`src/design/yrpp_pkg.sv`:
```
// yrpp_pkg: shared types, fixed-point coefficients and the saturation helper
// for the yuv to rgb pixel pair converter. no dependencies.
`default_nettype none

package yrpp_pkg;

	// offsets removed from the raw samples
	localparam logic signed [9:0] LUMA_OFFSET   = 10'sd16;
	localparam logic signed [9:0] CHROMA_OFFSET = 10'sd127;

	// coefficients scaled by 2**FRAC_BITS
	localparam logic signed [7:0] COEF_Y  = 8'sd37;
	localparam logic signed [7:0] COEF_RV = 8'sd51;
	localparam logic signed [7:0] COEF_BU = 8'sd65;
	localparam logic signed [7:0] COEF_GU = 8'sd13;
	localparam logic signed [7:0] COEF_GV = 8'sd26;

	localparam int FRAC_BITS = 5;
	localparam int SUM_W     = 16;

	typedef logic [7:0] sample_t;
	typedef logic signed [SUM_W-1:0] sum_t;

	typedef struct packed {
		sample_t red;
		sample_t green;
		sample_t blue;
	} rgb_t;

	// floor shift by FRAC_BITS, then clamp to 0..255
	function automatic sample_t clamp_shift(input sum_t sum);
		sample_t res;
		if (sum[SUM_W-1]) begin
			res = 8'd0;
		end else if (|sum[SUM_W-2:FRAC_BITS+8]) begin
			res = 8'hff;
		end else begin
			res = sum[FRAC_BITS+7:FRAC_BITS];
		end
		return res;
	endfunction

endpackage

`default_nettype wire

```
`src/design/yrpp_pixel.sv`:
```
// yrpp_pixel: combinational conversion of one yuv pixel to saturated rgb.
// depends on yrpp_pkg.
`default_nettype none

module yrpp_pixel (
	input  wire yrpp_pkg::sample_t luma,
	input  wire yrpp_pkg::sample_t cb,
	input  wire yrpp_pkg::sample_t cr,
	output yrpp_pkg::rgb_t         rgb
);

	logic signed [9:0] yp;
	logic signed [9:0] up;
	logic signed [9:0] vp;
	yrpp_pkg::sum_t    ys;
	yrpp_pkg::sum_t    sum_r;
	yrpp_pkg::sum_t    sum_g;
	yrpp_pkg::sum_t    sum_b;

	// centered samples, y' in -16..239, u' and v' in -127..128
	assign yp = signed'({2'b00, luma}) - yrpp_pkg::LUMA_OFFSET;
	assign up = signed'({2'b00, cb}) - yrpp_pkg::CHROMA_OFFSET;
	assign vp = signed'({2'b00, cr}) - yrpp_pkg::CHROMA_OFFSET;

	// every sum stays inside 16 signed bits
	assign ys    = 16'(yp) * 16'(yrpp_pkg::COEF_Y);
	assign sum_r = ys + 16'(vp) * 16'(yrpp_pkg::COEF_RV);
	assign sum_g = ys - (16'(up) * 16'(yrpp_pkg::COEF_GU) + 16'(vp) * 16'(yrpp_pkg::COEF_GV));
	assign sum_b = ys + 16'(up) * 16'(yrpp_pkg::COEF_BU);

	assign rgb.red   = yrpp_pkg::clamp_shift(sum_r);
	assign rgb.green = yrpp_pkg::clamp_shift(sum_g);
	assign rgb.blue  = yrpp_pkg::clamp_shift(sum_b);

endmodule

`default_nettype wire

```
`src/design/yuv_to_rgb_pixel_pair_unit.sv`:
```
// yuv_to_rgb_pixel_pair_unit: top level of the yuv to rgb pixel pair converter.
// depends on yrpp_pkg and yrpp_pixel.
`default_nettype none

// Converts one horizontal pair of yuv pixels to 8-bit rgb per beat, using
// R=(37Y'+51V')>>5, G=(37Y'-(13U'+26V'))>>5, B=(37Y'+65U')>>5 with Y'=Y-16,
// U'=Cb-127, V'=Cr-127, floor shift and saturation to 0..255. A pair is
// accepted in every cycle while pix_stall is low; it passes through the
// input register and then the result register, with the conversion logic
// between them, before it shows with rgb_valid. The input stage is released
// whenever the result register is empty or being taken, so a full result
// register held by rgb_stall still lets one more pair in before pix_stall
// rises.
// chroma_per_pixel (written on the cfg channel, bit 0 of cfg_data, reset 0)
// selects shared chroma for the pair (0, 4:2:2 / 4:2:0) or per-pixel chroma
// (1, 4:4:4). Write it only while no beat is in flight.
module yuv_to_rgb_pixel_pair_unit (
	input  wire                   clk,
	input  wire                   arst_n,

	// configuration write channel
	input  wire                   cfg_valid,
	output logic                  cfg_ready,
	input  wire                   cfg_data,

	// yuv pair input channel
	input  wire                   pix_valid,
	output logic                  pix_stall,
	input  wire yrpp_pkg::sample_t luma_first,
	input  wire yrpp_pkg::sample_t luma_second,
	input  wire yrpp_pkg::sample_t cb_first,
	input  wire yrpp_pkg::sample_t cr_first,
	input  wire yrpp_pkg::sample_t cb_second,
	input  wire yrpp_pkg::sample_t cr_second,

	// rgb pair output channel
	output logic                  rgb_valid,
	input  wire                   rgb_stall,
	output yrpp_pkg::sample_t     red_first,
	output yrpp_pkg::sample_t     green_first,
	output yrpp_pkg::sample_t     blue_first,
	output yrpp_pkg::sample_t     red_second,
	output yrpp_pkg::sample_t     green_second,
	output yrpp_pkg::sample_t     blue_second
);

	logic chroma_per_pixel_q;

	// input register
	logic              valid_s1;
	yrpp_pkg::sample_t luma_first_s1;
	yrpp_pkg::sample_t luma_second_s1;
	yrpp_pkg::sample_t cb_first_s1;
	yrpp_pkg::sample_t cr_first_s1;
	yrpp_pkg::sample_t cb_second_s1;
	yrpp_pkg::sample_t cr_second_s1;

	// result register
	logic           valid_s2;
	yrpp_pkg::rgb_t rgb_first_s2;
	yrpp_pkg::rgb_t rgb_second_s2;

	logic              advance;
	logic              pix_accept;
	yrpp_pkg::sample_t cb_right;
	yrpp_pkg::sample_t cr_right;
	yrpp_pkg::rgb_t    rgb_first;
	yrpp_pkg::rgb_t    rgb_second;

	// the register is a single flop, always ready for a write
	assign cfg_ready = 1'b1;

	always_ff @(posedge clk or negedge arst_n) begin
		if (!arst_n) begin
			chroma_per_pixel_q <= 1'b0;
		end else if (cfg_valid && cfg_ready) begin
			chroma_per_pixel_q <= cfg_data;
		end
	end

	// result register can take a new beat when empty or being drained
	assign advance    = !valid_s2 || !rgb_stall;
	assign pix_stall  = valid_s1 && !advance;
	assign pix_accept = pix_valid && !pix_stall;

	always_ff @(posedge clk or negedge arst_n) begin
		if (!arst_n) begin
			valid_s1 <= 1'b0;
		end else if (!pix_stall) begin
			valid_s1 <= pix_valid;
		end
	end

	always_ff @(posedge clk) begin
		if (pix_accept) begin
			luma_first_s1  <= luma_first;
			luma_second_s1 <= luma_second;
			cb_first_s1    <= cb_first;
			cr_first_s1    <= cr_first;
			cb_second_s1   <= cb_second;
			cr_second_s1   <= cr_second;
		end
	end

	// right pixel takes its own chroma only in 4:4:4 mode
	assign cb_right = chroma_per_pixel_q ? cb_second_s1 : cb_first_s1;
	assign cr_right = chroma_per_pixel_q ? cr_second_s1 : cr_first_s1;

	yrpp_pixel u_pixel_first (
		.luma (luma_first_s1),
		.cb   (cb_first_s1),
		.cr   (cr_first_s1),
		.rgb  (rgb_first)
	);

	yrpp_pixel u_pixel_second (
		.luma (luma_second_s1),
		.cb   (cb_right),
		.cr   (cr_right),
		.rgb  (rgb_second)
	);

	always_ff @(posedge clk or negedge arst_n) begin
		if (!arst_n) begin
			valid_s2 <= 1'b0;
		end else if (advance) begin
			valid_s2 <= valid_s1;
		end
	end

	always_ff @(posedge clk) begin
		if (advance && valid_s1) begin
			rgb_first_s2  <= rgb_first;
			rgb_second_s2 <= rgb_second;
		end
	end

	assign rgb_valid    = valid_s2;
	assign red_first    = rgb_first_s2.red;
	assign green_first  = rgb_first_s2.green;
	assign blue_first   = rgb_first_s2.blue;
	assign red_second   = rgb_second_s2.red;
	assign green_second = rgb_second_s2.green;
	assign blue_second  = rgb_second_s2.blue;

	// input side only stalls while a beat sits in the input register
	a_stall_needs_s1 : assert property (@(posedge clk) disable iff (!arst_n)
		pix_stall |-> valid_s1)
		else $error("pix_stall without a beat in the input register");

	// a free or draining result register never holds back the input
	a_no_stall_on_drain : assert property (@(posedge clk) disable iff (!arst_n)
		(!rgb_valid || !rgb_stall) |-> !pix_stall)
		else $error("input stalled while result register can advance");

	// an accepted pair lands in the input register
	a_accept_fills_s1 : assert property (@(posedge clk) disable iff (!arst_n)
		pix_accept |=> valid_s1)
		else $error("accepted pair lost before the input register");

	// a moving input beat reaches the result register next cycle
	a_s1_moves_to_s2 : assert property (@(posedge clk) disable iff (!arst_n)
		(valid_s1 && advance) |=> rgb_valid)
		else $error("beat dropped between input and result register");

endmodule

`default_nettype wire

```
`config.mk`:
```
export PLATFORM = sky130hd
export DESIGN_NAME = yuv_to_rgb_pixel_pair_unit
export DESIGN_NICKNAME = d
export VERILOG_FILES = /design/src/design/yrpp_pkg.sv /design/src/design/yrpp_pixel.sv /design/src/design/yuv_to_rgb_pixel_pair_unit.sv
export SDC_FILE = /design/constraint.sdc
export NUM_CORES = 1
export LEC_CHECK = 0
export ABC_AREA = 1
export CAP_MARGIN = 20
export CORE_MARGIN = 2
export CORE_UTILIZATION = 50
export DETAILED_ROUTE_END_ITERATION = 10
export DONT_BUFFER_PORTS = 1
export PLACE_DENSITY = 0.71
export SLEW_MARGIN = 20
export SYNTH_ARGS = -nofsm -noshare
export SYNTH_HDL_FRONTEND = slang
export SYNTH_SLANG_ARGS = --single-unit
```
`constraint.sdc`:
```
create_clock -name clk -period 6.09 [get_ports clk]
set_clock_uncertainty 0.1 [all_clocks]
set_input_delay 1.218 -clock clk [delete_from_list [all_inputs] [get_ports clk]]
set_output_delay 1.218 -clock clk [all_outputs]
set_load 0.01 [all_outputs]
```
* Word-level counts from Yosys, hierarchy flattened
Cells that the tools add are included.
Word-level totals: register bits 99, logic and storage cells 61, output and inout port bits 51, input port bits 54
Operators by class: mux-type cells 8, multiply operators 10, $add $sub $neg 14, reductions and logical operators 14
Operator list (count):
- 16-bit adder | 6
- 9-bit by 7-bit multiplier with 16-bit output, second input constant | 4
- 8-bit 2-to-1 mux | 8
- 9-bit by 5-bit multiplier with 14-bit output, second input constant | 4
- 8-bit by 7-bit subtractor with 9-bit output, second input constant | 4
- 9-bit by 8-bit multiplier with 16-bit output, second input constant | 2
- 16-bit subtractor | 2
- 8-bit by 5-bit subtractor with 9-bit output, second input constant | 2
- 2-bit OR reduction | 6
- 1-bit logical NOT | 4
- 1-bit logical AND | 3
- 1-bit logical OR | 1

* Logic depth before layout (Yosys ltp)
Gate-level depths: netlist (run 1).
word-level depth 7, depth in mapped cells 37, mapped depth without buffers 36

* Modules after synthesis
A second synthesis (run 1) with hierarchy kept.
Unflattened totals: cell total of the unflattened synthesis 2097, area, all modules 17989.8 um^2
By module, submodules not included:
- yrpp_pixel (u_pixel_first) | seq. area each 0.0 um^2, cells each 980, area each 7397.1 um^2, times used 1
- yrpp_pixel (u_pixel_second) | seq. area each 0.0 um^2, cells each 952, area each 7330.8 um^2, times used 1
- yuv_to_rgb_pixel_pair_unit | seq. area each 2957.8 um^2, cells each 165, area each 3261.9 um^2, times used 1

* Least setup slack after synthesis (run 1)
No wires, ideal clock.
path kind register -> register, start point register luma_first_s1[4], end point register rgb_first_s2, in the netlist blue_first[0], data pin, data required time 5.734 ns, arrival time 6.046 ns, path buffers 0, library setup time 0.256 ns, path slack -0.313 ns, period minus slack after synthesis 6.403 ns, stages on the path, launching flop included 30, cell sequence edfxtp_1 > inv_1 > ha_1 > nand2_1 > inv_1 > ha_1 > inv_1 > fa_1 > fa_1 > inv_1 > ha_1 > inv_1 > o21bai_1 > a31oi_1 > xor2_1 > inv_1 > ha_1 > ha_1 > ha_1 > inv_1 > fa_1 > inv_1 > ha_1 > a21o_1 > a31oi_1 > nand3_1 > xor2_1 > nand2_1 > nor2_1 > nor2_1
Between the ends: word-level cells in the longest chain between the ends 5
Ends and longest elaborated chain:
- start, declared | line yuv_to_rgb_pixel_pair_unit.sv:51 | yrpp_pkg::sample_t luma_first_s1;
- start signal, assigned | line yuv_to_rgb_pixel_pair_unit.sv:96 | luma_first_s1 <= luma_first;
- 8-bit by 5-bit subtractor with 9-bit output * | line yrpp_pixel.sv:21 | assign yp = signed'({2'b00, luma}) - yrpp_pkg::LUMA_OFFSET;
- 9-bit by 7-bit multiplier with 16-bit output * | line yrpp_pixel.sv:26 | assign ys = 16'(yp) * 16'(yrpp_pkg::COEF_Y);
- 16-bit adder * | line yrpp_pixel.sv:29 | assign sum_b = ys + 16'(up) * 16'(yrpp_pkg::COEF_BU);
- 2-bit OR reduction | line yrpp_pkg.sv:35 | end else if (|sum[SUM_W-2:FRAC_BITS+8]) begin
- 8-bit 2-to-1 mux | line yrpp_pkg.sv:35
- end signal, assigned | line yuv_to_rgb_pixel_pair_unit.sv:133 | rgb_first_s2 <= rgb_first;
- end, declared | line yuv_to_rgb_pixel_pair_unit.sv:60 | yrpp_pkg::rgb_t rgb_first_s2;
Mark *: on every way between the ends. The rest lies on a longest branch, timed or not. A chain may end at the register's enable or synchronous reset.

* Worst setup path after layout (run 1)
start point register luma_second_s1[5], end point register rgb_second_s2, in the netlist blue_second[7], data pin
Between the ends: word-level cells in the longest chain between the ends 5
Ends and longest elaborated chain:
- start, declared | line yuv_to_rgb_pixel_pair_unit.sv:52 | yrpp_pkg::sample_t luma_second_s1;
- start signal, assigned | line yuv_to_rgb_pixel_pair_unit.sv:97 | luma_second_s1 <= luma_second;
- 8-bit by 5-bit subtractor with 9-bit output * | line yrpp_pixel.sv:21
- 9-bit by 7-bit multiplier with 16-bit output * | line yrpp_pixel.sv:26
- 16-bit adder * | line yrpp_pixel.sv:29
- 2-bit OR reduction | line yrpp_pkg.sv:35
- 8-bit 2-to-1 mux | line yrpp_pkg.sv:35
- end signal, assigned | line yuv_to_rgb_pixel_pair_unit.sv:134 | rgb_second_s2 <= rgb_second;
- end, declared | line yuv_to_rgb_pixel_pair_unit.sv:61 | yrpp_pkg::rgb_t rgb_second_s2;
Marks and branches as above.

==> summary.txt, run 1 <==
Status = finished, violations left
Failing checks = setup timing
Final nets = 3144
Full die area = 38600 um2
Hold Vio Cnt, Final = 0
Min-Delay Path Class = register to register
Min-delay src = valid_s1$_DFFE_PN0N_
Worst r2r src = luma_second_s1[5]$_DFFE_PP_
First-pass GRT wire length = 76500 um
Dominant cells by area after synthesis = ha_1 (26%), fa_1 (16%), edfxtp_1 (16%)
Register Area = 2960 um2
Port-buffer cells = 0
Tcrit/Tclk final = 104%
Starting Density = 50.7%
Synthesis-to-layout area growth = 31.2%
Largest net degree at the start of global routing = 42
Routed Antenna Nets = 0
Largest area contributor in the netlist = ha_1
# hold bufs at CTS = 0
Drt pass-1 iters = 5
Unrepaired setup endpoints after global routing = yes
Synth Cell Area = 18500 um2
IO Pins = 105
Worst Setup SP = luma_second_s1[5]$_DFFE_PP_
Core box area = 36500 um2
TritonCTS clock tree = built
Aggregate global-route resource usage = 24.8%
Drt drc = 0
Cell count after synthesis = 2250
Final Hold Slack = 398 ps
Main synth FF type = edfxtp_1
R2r endpoint = blue_second[7]$_SDFFCE_PP0P_
Worst Tran Pin Value = 908 ps
Number of global-route vias before repair = 15800
Hold Path Depth = 2
Final WL = 51900 um
Clock slew seen by the registers of the worst setup and hold paths = 90 ps
Layout cells sized above 1 = 31.0%
Wirelength per Cell = 17.1 um
Initial antenna violation count = 0
Most frequent cells after synthesis = inv_1 (561), ha_1 (379), nand2_1 (315)
Peak Freq = 158 MHz
Cell with the most instances after synthesis = inv_1
Die width = 196 um
Final Max Slew Viols = 0
Netlist cell types = 61
Async SR Flop Fraction = 3.03%
Final setup violation count = 47
Gpl congestion = 0.927
Clock Latency Late Sink = 390 ps
Final setup margin = -257 ps
CP peak stage delay = 550 ps
Crit path DAT = 6390 ps
Sequential fraction of the synthesis area = 16.0%
Crit-path slowest cell = fa_1
Min-Delay Endpoint = rgb_valid$_DFFE_PN0N_
Critical path endpoint category = register
Non-Filler Instances = 3039
Initial DRC Count = 936
Total CTS buffers = 9
Clock root cell = clkbuf_16
Max_cap viols = 0
R2r setup slk = -260 ps
Antenna fix cells = 0
FF+latch count, synth = 99
Die height = 196 um
FF-to-FF path depth = 32
Post-synth net total = 2828
Filler cells = 2644
CTS max path bufs = 2
Area of the multi-input gates = 15900 um2
Post-layout util = 66.5%
DP HPWL = 38500 um
CP Data Required Time = 6130 ps
DP Cell Count = 2957
Vias per std cell = 5.29
Post-synth EDFFs = 96
Worst-path fanout max = 8
Post-synth top area share = 25.6%
Relative slew slack = 39.3%
Vias = 16100
# H-tree levels = 3
Dpl ws = -373 ps
TritonCTS Sinks = 99
CP startpoint kind = register
Crit Path Category = register to register
Synthesized area per cell = 8.23 um2
Gr ovfl total = 0
Min cycle time layout = 6350 ps
Num rows = 70
Yosys warns = 0
through the flow:
stage	setup TNS [ps]	cell area [um2]
2_1_floorplan	0	18600
3_3_place_gp	-6130	21000
3_5_place_dp	-11690	21000
4_1_cts	-78.5	22200
5_1_grt	-18400	24300
6_report	-5110	24300
worst max-delay path by stage:
| stage | endpoint | slack, ps |
|---|---|---|
| 2_1_floorplan | blue_first[0]$_SDFFCE_PP0P_ | 20 |
| 3_3_place_gp | blue_first[0]$_SDFFCE_PP0P_ | -230 |
| 3_5_place_dp | red_second[0]$_SDFFCE_PP0P_ | -370 |
| 4_1_cts | red_second[0]$_SDFFCE_PP0P_ | -20 |
| 5_1_grt | blue_second[4]$_SDFFCE_PP0P_ | -500 |
| 6_report | blue_second[7]$_SDFFCE_PP0P_ | -260 |
metal layers:
layer | part of all wire (%) | global-route usage (%)
met5 | 0 | 0
met1 | 44 | 33.6
met4 | 2.2 | 5.78
met2 | 48 | 41.6
met3 | 5.9 | 3.95
kinds of logic after synthesis:
logic type	after synthesis	synth area share, %
xor+xnor	158	7.56
simple gates	654	15.6
flops	99	16.0
fa+ha+maj	524	41.3
other cells	1	0.0203
compound gates	238	7.52
buf+inv	575	11.9
mux	1	0.122
cell type report:
cell class / instances / area share, %
Sequential cell: 99 / 12.2
Inverter: 568 / 8.83
Tap cell: 468 / 2.41
Timing Repair Buffer: 312 / 9.93
Multi-Input combinational cell: 1576 / 65.5
Clock inverter: 6 / 0.237
Clock buffer: 10 / 0.943
critical path, delay by kind of cell (launching register included):
kind                       cells  cell delay [ps]
adders and majority gates      9             2780
xor gates and xnor gates       3              640
and+or+nand+nor                6              690
AOI/OAI and AO/OA              4              640
DFF                            1              390
buffers and inverters         10              830
state kept, by name, indices dropped and copies added (netlist names):
name and cells:
luma_first_s1 8, blue_second 8, chroma_per_pixel_q 1, blue_first 8, cb_second_s1 8, valid_s1 1
cr_second_s1 8, green_first 8, rgb_valid 1, luma_second_s1 8, red_first 8, green_second 8
cb_first_s1 8, cr_first_s1 8, red_second 8
timing repair:
action | 4_1_cts | 5_1_grt
hold endpoints to repair | 0 | 0
pin swaps | 91 | 203
resized for setup | 122 | 388
setup endpoints to repair | 48 | 48
cloned | 0 | 0
setup buffers | 28 | 39
layout by cell type (no fill, tap or decap), types with 8 or more instances in the layout:
master | Yosys | final
nor2_4 | 3 | 38
xnor2_1 | 48 | 41
clkbuf_16 | 0 | 9
nand4_1 | 23 | 23
nor2_2 | 5 | 41
nand2_1 | 315 | 266
nand3b_1 | 9 | 9
o21ai_0 | 41 | 22
nand3_2 | 4 | 24
nor2_1 | 153 | 82
a21oi_2 | 8 | 38
o21ai_2 | 8 | 15
a21o_1 | 11 | 11
xor2_2 | 1 | 19
xnor2_2 | 1 | 8
fa_1 | 145 | 144
buf_4 | 1 | 296
a21oi_1 | 124 | 86
ha_1 | 379 | 290
a21oi_4 | 0 | 8
edfxtp_1 | 96 | 96
o21ai_1 | 5 | 15
inv_1 | 561 | 500
nand2_4 | 3 | 15
xor2_1 | 108 | 84
buf_6 | 2 | 15
inv_2 | 5 | 62
nand2_2 | 21 | 57
nand3_1 | 89 | 67
ha_4 | 0 | 86
Power of run 1 is not shown: default switching activity piles up to over one toggle a cycle in this logic, so the estimate is an artifact.
==> inputs of run 2 (changes only) <==
- GPL_TIMING_DRIVEN: unset -> 0
- PLACE_DENSITY: 0.71 -> 0.68
- clock period: 6.09 -> 5.92 ns (I/O delays scaled with it)
==> run 2 against run 1 <==
Effect of this change: the flow still finishes with violations (setup timing); critical path depth shrank 5; first-iteration DRC count decreased by 24%; register-to-register slack worse by 70 ps; wire length fell by 6.0%; non-clock buffer count fell by 124; sequential share of layout area rose by 0.25 points; final area decreased by 2.0%; flip-flop and latch count did not move; count of clock-buffer cells in the layout unchanged; global-route usage down 0.16 points; die area did not move.
==> summary.txt, run 2 (synthesized netlist as in run 1, its figures left out) <==
Port-buffer cells = 0 (unchanged)
Aggregate global-route resource usage = 24.6% (-0.16 points)
Crit path buffers/inverters = 8 (-2)
Number of global-route vias before repair = 15100 (-4.9%)
Crit-path slowest cell = fa_1
Critical path endpoint category = register
Die height = 196 um (unchanged)
Wirelength per Cell = 16.7 um (-2.0%)
Min cycle time layout = 6250 ps (-97.0 ps)
Vias = 15200 (-5.4%)
Tcrit/Tclk final = 106% (+1.4 points)
Max_cap viols = 0 (unchanged)
Final Hold Slack = 382 ps (-15.9 ps)
Crit Path Category = register to register
Layout cells sized above 1 = 29.4% (-1.6 points)
Gr ovfl total = 0 (unchanged)
Area of the multi-input gates = 16200 um2 (+1.8%)
TritonCTS Sinks = 99 (unchanged)
Num rows = 70 (unchanged)
CP Data Required Time = 5960 ps (-170 ps)
Final nets = 3020 (-3.9%)
Final setup margin = -330 ps (-73.0 ps)
CP top delay family = adder cells
Initial antenna violation count = 1 (+1)
Clock slew seen by the registers of the worst setup and hold paths = 80 ps (about the same)
Synthesis-to-layout area growth = 28.6%
Vias per std cell = 5.22 (-1.4%)
Worst-path fanout max = 8 (unchanged)
# hold bufs at CTS = 0 (unchanged)
Largest net degree at the start of global routing = 49 (+17%)
Most common cell on crit path = inv_1
DP HPWL = 35700 um (-7.3%)
Total CTS buffers = 9 (unchanged)
Routed Antenna Nets = 0 (unchanged)
Unrepaired setup endpoints after global routing = yes
Commonest non-fill, non-tap cell in the layout = inv_1
Clock Latency Late Sink = 390 ps (about the same)
TritonCTS clock tree = built
Final setup violation count = 41 (-13%)
Clock root cell = clkbuf_16
Initial DRC Count = 709 (-24%)
Filler cells = 2789 (+5.5%)
Final WL = 48800 um (-6.0%)
Hold Vio Cnt, Final = 0 (unchanged)
Dpl ws = -1130 ps (-759 ps)
Status = finished, violations left
Full die area = 38600 um2 (unchanged)
Register Area = 2960 um2 (unchanged)
Drt drc = 0 (unchanged)
# H-tree levels = 3 (unchanged)
Drt pass-1 iters = 5 (unchanged)
Min-Delay Path Class = input pin to asynchronous set/reset pin
Core box area = 36500 um2 (unchanged)
Relative slew slack = 44.7% (+5.3 points)
Failing checks = setup timing
Commonest cells after routing, fill and taps aside = inv_1 (481), ha_1 (289), nand2_1 (256)
IO Pins = 105 (unchanged)
CP startpoint kind = register
Worst Tran Pin Value = 824 ps (-83.8 ps)
Crit path DAT = 6290 ps (-100 ps)
Gpl congestion = 0.874 (-5.7%)
Final Max Slew Viols = 0 (unchanged)
Starting Density = 50.7% (unchanged)
First-pass GRT wire length = 74700 um (-2.4%)
Die width = 196 um (unchanged)
CP peak stage delay = 570 ps (+20 ps)
Antenna fix cells = 0 (unchanged)
Peak Freq = 160 MHz (+1.6%)
CTS max path bufs = 2 (unchanged)
==> run 2: changes by cell type in the layout (fill, tap and decap cells not counted), moves of 8 or more <==
cell	change
buf_4	-132
inv_1	-19
nand2_4	+11
inv_2	+10
nand2_1	-10
inv_4	+9
xor2_1	-8
==> run 2: timing repair <==
action                                  CTS  global route
setup buffers                           116            66
pin swaps                               150           167
endpoints found under the setup margin   48            48
gates resized for setup                 321           240
==> run 2: path summary, 6_finish.rpt <==
kind | startpoint | to | slack, ps | cells past startpoint
min | arst_n | rgb_valid$_DFFE_PN0N_ | 380 | 0
max in group asynchronous | arst_n | chroma_per_pixel_q$_DFFE_PN0P_ | 5260 | 0
min reg2reg | valid_s1$_DFFE_PN0N_ | rgb_valid$_DFFE_PN0N_ | 430 | 2
min in group clk | valid_s1$_DFFE_PN0N_ | rgb_valid$_DFFE_PN0N_ | 430 | 2
max | luma_first_s1[6]$_DFFE_PP_ | blue_first[0]$_SDFFCE_PP0P_ | -330 | 27
max reg2reg | luma_first_s1[6]$_DFFE_PP_ | blue_first[0]$_SDFFCE_PP0P_ | -330 | 27
==> run 2: area by class of cell <==
class | count | area share (%)
buffer | 5 | 0.273
clock buffer | 10 | 1.00
clock inverter | 6 | 0.263
inverter | 568 | 9.11
multi-input combinational | 1576 | 68.0
sequential | 99 | 12.4
tap | 468 | 2.46
timing repair buffer | 183 | 6.44
==> run 2: layer usage <==
layer / global-route usage, % / wire length (um)
met1: 34.7 / 22600
met2: 39.7 / 22700
met3: 4.36 / 2690
met4: 5.42 / 801
met5: 0 / 13
==> run 2: stage by stage <==
step	TNS (ps)	utilization (%)	cell area [um2]	std cells
2_1_floorplan	-341	-	18800	2250
3_3_place_gp	-35290	53.0	19300	2718
3_5_place_dp	-39870	53.2	19400	2720
4_1_cts	-6050	60.7	22200	2850
5_1_grt	-23160	65.2	23800	2915
6_report	-10430	65.2	23800	2915
Power of run 2 is left out for the same reason.
==> inputs of run 3 (changes only) <==
- CORE_MARGIN: 2 -> 8
- CTS_CLUSTER_SIZE: unset -> 12
- PLACE_DENSITY: 0.68 -> 0.74
==> run 3 against run 2 <==
Effect of this change: largest cell class unchanged; global-route usage down 1.6 points; first-iteration DRC count is 64% higher; the flow still finishes with violations (setup timing); non-clock buffer count up 20.
==> summary.txt, run 3 (synthesized netlist as in run 1, its figures left out) <==
Peak Freq = 155 MHz (-3.3%)
CP peak stage delay = 520 ps (-50 ps)
Critical path endpoint category = register
Commonest cells after routing, fill and taps aside = inv_1 (476), ha_1 (276), nand2_1 (247)
Num rows = 70 (unchanged)
Unrepaired setup endpoints after global routing = yes
Clock root cell = clkbuf_16
R2r setup slk = -540 ps (-210 ps)
Crit Path Category = register to register
Final setup margin = -541 ps (-211 ps)
# H-tree levels = 3 (unchanged)
Gpl congestion = 0.937 (+7.3%)
Failing checks = setup timing
Worst r2r src = luma_first_s1[6]$_DFFE_PP_
IO Pins = 105 (unchanged)
Most common cell on crit path = ha_4
Layout cells sized above 1 = 31.2% (+1.8 points)
Vias = 16500 (+8.2%)
R2r endpoint = blue_first[0]$_SDFFCE_PP0P_
Initial DRC Count = 1163 (+64%)
Final nets = 3040 (+0.66%)
Final setup violation count = 48 (+17%)
DP HPWL = 36900 um (+3.4%)
CP top delay family = adder cells
Port-buffer cells = 0 (unchanged)
Full die area = 43400 um2 (+13%)
Drt drc = 0 (unchanged)
TritonCTS Sinks = 99 (unchanged)
Crit path DAT = 6500 ps (+210 ps)
Core box area = 36500 um2 (unchanged)
Gr ovfl total = 0 (unchanged)
CP Data Required Time = 5960 ps (about the same)
Clock Latency Late Sink = 400 ps (about the same)
Tcrit/Tclk final = 109% (+3.6 points)
Min-Delay Path Class = input pin to asynchronous set/reset pin
Starting Density = 50.7% (unchanged)
Min cycle time layout = 6460 ps (+211 ps)
CTS max path bufs = 2 (unchanged)
Worst Tran Pin Value = 911 ps (+86.9 ps)
Status = finished, violations left
Aggregate global-route resource usage = 23.1% (-1.6 points)
Hold Vio Cnt, Final = 0 (unchanged)
DP Cell Count = 2720 (unchanged)
CP startpoint kind = register
Total CTS buffers = 9 (unchanged)
Vias per std cell = 5.61 (+7.5%)
First-pass GRT wire length = 80800 um (+8.2%)
Relative slew slack = 38.8% (-5.8 points)
Drt pass-1 iters = 6 (+1)
Filler cells = 2448 (-12%)
TritonCTS clock tree = built
Antenna fix cells = 0 (unchanged)
Final Max Slew Viols = 0 (unchanged)
Die width = 208 um (+6.1%)
Clock slew seen by the registers of the worst setup and hold paths = 90 ps (about the same)
FF-to-FF path depth = 33 (+22%)
Synthesis-to-layout area growth = 30.9%
Number of global-route vias before repair = 16100 (+6.6%)
Routed Antenna Nets = 0 (unchanged)
Final WL = 57900 um (+19%)
Wirelength per Cell = 19.7 um (+18%)
Crit path buffers/inverters = 6 (-2)
Max_cap viols = 0 (unchanged)
Crit-path slowest cell = fa_1
Initial antenna violation count = 5 (+4)
Commonest non-fill, non-tap cell in the layout = inv_1
Die height = 208 um (+6.1%)
Non-Filler Instances = 2935 (+0.69%)
Largest net degree at the start of global routing = 49 (unchanged)
Worst-path fanout max = 8 (unchanged)
==> run 3: worst max-delay path by stage <==
stage	cells past startpoint	startpoint	slack, ps	endpoint
after floorplan	32	luma_first_s1[6]$_DFFE_PP_	-50	blue_first[0]$_SDFFCE_PP0P_
after global placement	34	chroma_per_pixel_q$_DFFE_PN0P_	-970	green_second[2]$_SDFFCE_PP0P_
after detailed placement	34	chroma_per_pixel_q$_DFFE_PN0P_	-1090	green_second[1]$_SDFFCE_PP0P_
after CTS	37	chroma_per_pixel_q$_DFFE_PN0P_	-180	green_second[2]$_SDFFCE_PP0P_
after global routing	32	luma_first_s1[6]$_DFFE_PP_	-720	red_first[6]$_SDFFCE_PP0P_
final	33	luma_first_s1[6]$_DFFE_PP_	-540	blue_first[0]$_SDFFCE_PP0P_
==> run 3: timing repair <==
| action | 4_1_cts | 5_1_grt |
|---|---|---|
| pin swaps | 156 | 236 |
| endpoints found under the hold margin | 0 | 0 |
| hold buffers | 0 | 0 |
| endpoints found under the setup margin | 48 | 48 |
| buffers inserted | 122 | 86 |
| gates resized for setup | 281 | 334 |
==> run 3: metrics by stage <==
stage / setup WS, ps / setup TNS, ps / cell area, um2 / util (%) / hold WS [ps]
floorplan: -54.8 / -341 / 18800 / - / 333
global placement: -971 / -31630 / 19300 / 53.0 / 349
detailed placement: -1090 / -35460 / 19400 / 53.2 / 402
CTS: -177 / -5290 / 22000 / 60.2 / 365
global route: -719 / -30130 / 24200 / 66.4 / 373
finish: -541 / -20830 / 24200 / 66.4 / 389
==> run 3: cell type report <==
cell class / count / area [um2] / share of cell area [%]
multi-input combinational: 1576 / 16500 / 68.0
sequential: 99 / 2960 / 12.2
inverter: 568 / 2180 / 8.98
timing repair buffer: 202 / 1670 / 6.88
tap: 468 / 586 / 2.42
clock buffer: 9 / 225 / 0.929
buffer: 6 / 76.3 / 0.315
clock inverter: 7 / 60.1 / 0.248
==> run 3: layer usage <==
layer | track usage, % | up-vias | part of all wire, %
li1 | - | 7536 | -
met1 | 29.0 | 7833 | 39
met2 | 37.8 | 811 | 47
met3 | 5.79 | 277 | 8.7
met4 | 8.84 | 10 | 5.8
met5 | 0 | - | 0.099
==> run 3: worst reg2reg max path: cells and delay by family, from the launching register on <==
kind,cells,cell delay (ps)
AO/OA/AOI/OAI,3,470
AND/OR/NAND/NOR,12,1320
XOR/XNOR,3,640
flip-flops,1,440
buffers and inverters,6,460
adder cells (fa/ha/maj),9,2760
Power of run 3 is left out for the same reason.
